### src/hw/rtl/bliu_pkg.sv
// shared types, constants and widths for the bilinear integer upscaler
package bliu_pkg;

    localparam int PIXEL_BITS     = 16;
    localparam int COORD_W        = 13;
    localparam int ROW_WIDTH_W    = 11;
    localparam int SCALE_W        = 4;
    localparam int CFG_IDX_W      = 2;
    localparam int CFG_DATA_W     = ROW_WIDTH_W;

    localparam int MAX_WIDTH_DEF  = 1024;
    localparam int MAX_HEIGHT_DEF = 1024;
    localparam int MAX_SCALE      = 8;

    localparam int SC_W  = $clog2(MAX_SCALE + 1);
    localparam int DEN_W = 2 * SC_W;
    localparam int W_W   = 2 * SC_W + 1;
    localparam int N_W   = PIXEL_BITS + DEN_W;

    localparam logic [ROW_WIDTH_W-1:0] ROW_WIDTH_RST = ROW_WIDTH_W'(640);
    localparam logic [SCALE_W-1:0]     SCALE_X_RST   = SCALE_W'(2);
    localparam logic [SCALE_W-1:0]     SCALE_Y_RST   = SCALE_W'(2);

    typedef enum logic [CFG_IDX_W-1:0] {
        REG_ROW_WIDTH = 2'd0,
        REG_SCALE_X   = 2'd1,
        REG_SCALE_Y   = 2'd2
    } cfg_reg_t;

    typedef enum logic [1:0] {
        ALU_HOLD = 2'd0,
        ALU_LOAD = 2'd1,
        ALU_MAC  = 2'd2,
        ALU_DIV  = 2'd3
    } alu_op_t;

    typedef struct packed {
        alu_op_t                op;
        logic [PIXEL_BITS-1:0]  coef;
        logic [W_W-1:0]         weight;
        logic [DEN_W-1:0]       denom;
    } alu_ctrl_t;

endpackage

### src/hw/rtl/bliu_alu.sv
// shared multiply-accumulate and restoring-division step unit
module bliu_alu
    import bliu_pkg::*;
(
    input  logic                  clk,
    input  alu_ctrl_t             ctrl,
    output logic [PIXEL_BITS-1:0] quotient
);
    localparam int PW = PIXEL_BITS + W_W;

    logic [N_W-1:0]        acc_reg;
    logic [N_W-1:0]        dv_reg;
    logic [PIXEL_BITS-1:0] quo_reg;
    logic [PW-1:0]         prod;
    logic                  fits;

    assign prod = PW'(ctrl.coef) * PW'(ctrl.weight);
    assign fits = (acc_reg >= dv_reg);

    always_ff @(posedge clk)
    begin
        case (ctrl.op)
            ALU_LOAD:
            begin
                acc_reg <= N_W'(ctrl.denom);
                dv_reg  <= {ctrl.denom, {PIXEL_BITS{1'b0}}};
                quo_reg <= '0;
            end
            ALU_MAC:
            begin
                acc_reg <= acc_reg + N_W'(prod);
            end
            ALU_DIV:
            begin
                if (fits)
                begin
                    acc_reg <= acc_reg - dv_reg;
                end
                quo_reg <= {quo_reg[PIXEL_BITS-2:0], fits};
                dv_reg  <= dv_reg >> 1;
            end
            default:
            begin
            end
        endcase
    end

    assign quotient = quo_reg;

endmodule

### config.mk
export PLATFORM = sky130hd
export DESIGN_NAME = bliu_alu
export DESIGN_NICKNAME = d
export VERILOG_FILES = /design/src/hw/rtl/bliu_pkg.sv /design/src/hw/rtl/bliu_alu.sv
export SDC_FILE = /design/constraint.sdc
export NUM_CORES = 1
export LEC_CHECK = 0
export ABC_AREA = 1
export BUFFER_PORTS_ARGS = -buffer_cell sky130_fd_sc_hd__buf_2
export CAP_MARGIN = 25
export CELL_PAD_IN_SITES_DETAIL_PLACEMENT = 2
export CELL_PAD_IN_SITES_GLOBAL_PLACEMENT = 2
export CORE_MARGIN = 3
export CORE_UTILIZATION = 35
export DETAILED_ROUTE_END_ITERATION = 12
export GPL_ROUTABILITY_DRIVEN = 1
export HOLD_SLACK_MARGIN = 0.06
export PLACE_DENSITY = 0.82
export SYNTH_ARGS = -nofsm -noshare
export SYNTH_HDL_FRONTEND = slang
export SYNTH_SLANG_ARGS = --single-unit
### constraint.sdc
create_clock -name clk -period 5.9 [get_ports clk]
set_input_delay 0.59 -clock clk [delete_from_list [all_inputs] [get_ports clk]]
set_output_delay 0.59 -clock clk [all_outputs]
set_load 0.03 [all_outputs]
==> metrics.md <==
| Metric | Value |
|---|---|
| Yosys warning count | `0` |
| Top post-synthesis cells by count | `nand2_1 (473), inv_1 (433), fa_1 (118)` |
| Hold_ws | `roughly 0.54 ns` |
| Worst endpoint data arrival time | `5.26 ns` |
| Vert. Die Dim | `approximately 180 um` |
| Later-pin clock latency in the skew report | `~0.34 ns` |
| Vias post-DR | `~9,300` |
| Cells after DPL | `roughly 1,900` |
| CTS tree | `yes` |
| Final Hold Violating Endpoints | `0` |
| Fill count | `about 3,600` |
| CP endpoint kind | `flip-flop` |
| Die W | `around 180 um` |
| Avg Cell Area, Syn | `6.96 um2` |
| Crit Path Class | `input pin to flip-flop` |
| Overflow after GRT | `0` |
| Synth top area share | `0.227` |
| Run status | `complete, no violations` |
| Post-synthesis cell area | `approximately 10,000 um2` |
| Cell count after synthesis | `roughly 1,500` |
| Largest net degree at the start of global routing | `41` |
| CTS buffer count | `9` |
| PnR worst setup slack | `a little over 0.7 ns` |
| Post-layout nets | `~1,800` |
| GP Congestion | `0.901` |
| Number of buffers added for setup after CTS | `0` |
| Worst hold path class | `flip-flop to flip-flop` |
| # diodes | `0` |
| Crit path required time | `~6.0 ns` |
| Relative slew slack | `0.573` |
| Share of cells above drive strength 1 | `0.0807` |
| CP startpoint kind | `input pin` |
| Area Growth Syn to Fin | `8.73%` |
| IO Pins | `52` |
| DR iter-0 viols | `between 400 and 500` |
| Tmin final | `5.18 ns` |
| Vias in the first global route | `approximately 11,000` |
| FFs w/ async S/R, synth | `0` |
| Grt peak-use layer | `met2` |
| Cell accounting for the most synthesized area | `fa_1` |
| Worst Path Max Fanout | `16` |
| Sequential Area | `1920 um2` |
| Total track usage | `0.236` |
| EDFF count, synth | `64` |
| Core area | `29,000 um2` |
| Worst Tran Pin Value | `roughly 0.64 ns` |
| FMAX | `around 0.19 GHz` |
| Initial Util | `0.359` |
| Max-cap violations | `0` |
| Period utilisation layout | `0.877` |
| Rows | `62` |
| Top-count cell post-synth | `nand2_1` |
| Drt wl/cell | `18.9 um` |
| Total Neg Setup Slack | `0 ns` |
| Slew Limit Fails | `0` |
| PortBufs | `51` |
| Total Die Area | `~32,000 um2` |
| Post-synth top flop | `edfxtp_1` |
| Post-route ant nets | `0` |
| Area of the multi-input gates | `approximately 6700 um2` |
| Sequential element share of the synthesized area | `0.184` |
| Reg clk slew, reported paths | `around 0.06 ns` |
| Pre-CTS setup slack | `0.373 ns` |
| Synth Register Bits | `64` |
| Longest Clk Path Bufs | `2` |
| M3 GR Usage | `0.0192` |
| Most area-consuming cells after synthesis | `fa_1 (23%), edfxtp_1 (18%), nand2_1 (17%)` |
| Met1 Use GR | `0.278` |
| Synth cell types | `36` |
| Mapped Nets | `approximately 1,700` |
| Clock root buffer | `clkbuf_16` |
| Clock Skews | `approximately 0.0088 ns` |
| CTS resizes | `0` |
| Sink Count | `64` |
| Final std cells w/o fill | `around 1,900` |
| Drt first pass iters | `4` |
| Unrepaired setup endpoints after global routing | `no` |
| HPWL after DPL | `~31 mm` |
| M2 GR Usage | `0.457` |
| Number of hold buffers added after cts | `0` |
| DRT Wirelength | `between 30 and 40 mm` |
| H-tree Lvls | `3` |
| First-pass GRT wire length | `~58 mm` |
| Post-DR vias/cell | `around 5` |
| Final setup fails | `0` |
| DRC viols | `0` |
| R2R setup slack | `2.66 ns` |
| Initial antenna violation count | `0` |
[path summary, 6_finish.rpt]
kind	start	end	cells past startpoint
max	ctrl[8]	acc_reg[15]	20
min	dv_reg[10]	dv_reg[9]	2
max reg2reg	acc_reg[1]	acc_reg[17]	14
min reg2reg	dv_reg[10]	dv_reg[9]	2
[cell type report]
| cell class | instances | area share |
|---|---|---|
| repair buffers | 55 | 0.0287 |
| well taps | 384 | 0.0424 |
| clock inverters | 7 | 0.00486 |
| multi-input cells | 947 | 0.588 |
| clock buffers | 9 | 0.0199 |
| inverters | 442 | 0.146 |
| flip-flops and latches | 64 | 0.170 |
[critical path: stages]
cell and delay [ns]:
buf_2 0.31, nand2_1 0.15, fa_1 0.55, inv_1 0.07, fa_1 0.50, fa_1 0.46, fa_1 0.54, inv_1 0.07
fa_1 0.48, inv_1 0.05, ha_1 0.38, nand2_2 0.13, inv_1 0.06, nand2_1 0.06, nand2_1 0.12, a21oi_1 0.16
nand2_1 0.13, or2_1 0.23, nand3_1 0.09, o21ai_1 0.08
[through the flow]
step	util	cell area, um2
3_3_place_gp	0.379	11000
2_1_floorplan	-	10400
6_report	0.391	11300
3_5_place_dp	0.380	11000
4_1_cts	0.390	11300
5_1_grt	0.391	11300
[logic make-up after synthesis]
logic type / after synthesis / share of synthesized area
flops: 64 / 0.184
buf+inv: 486 / 0.176
compound gates: 84 / 0.0451
simple gates: 665 / 0.272
fa+ha+maj: 195 / 0.319
xor+xnor: 3 / 0.00252
[metal layers]
metal	vias up	wire, um
li1	4420	-
met4	0	778
met1	4728	15200
met2	123	19400
met3	50	707
met5	-	0
[placed cells by master (no fill, tap or decap), drive strengths merged]
cell type / instances
buf: 55
fa: 118
inv: 443
nor3: 1
edfxtp: 64
nand4: 19
clkbuf: 9
and2: 8
nor2: 61
o211ai: 4
a21oi: 49
ha: 77
xor2: 1
xnor2: 2
a21o: 1
o21bai: 3
nand2: 489
clkinv: 4
clkinvlp: 2
nand3: 69
nand3b: 9
or2: 9
o21ai: 25
o221ai: 2
Power is left out: the tool's default activity adds up to more than one toggle a clock period on the data nets, which glitch-free logic cannot reach.
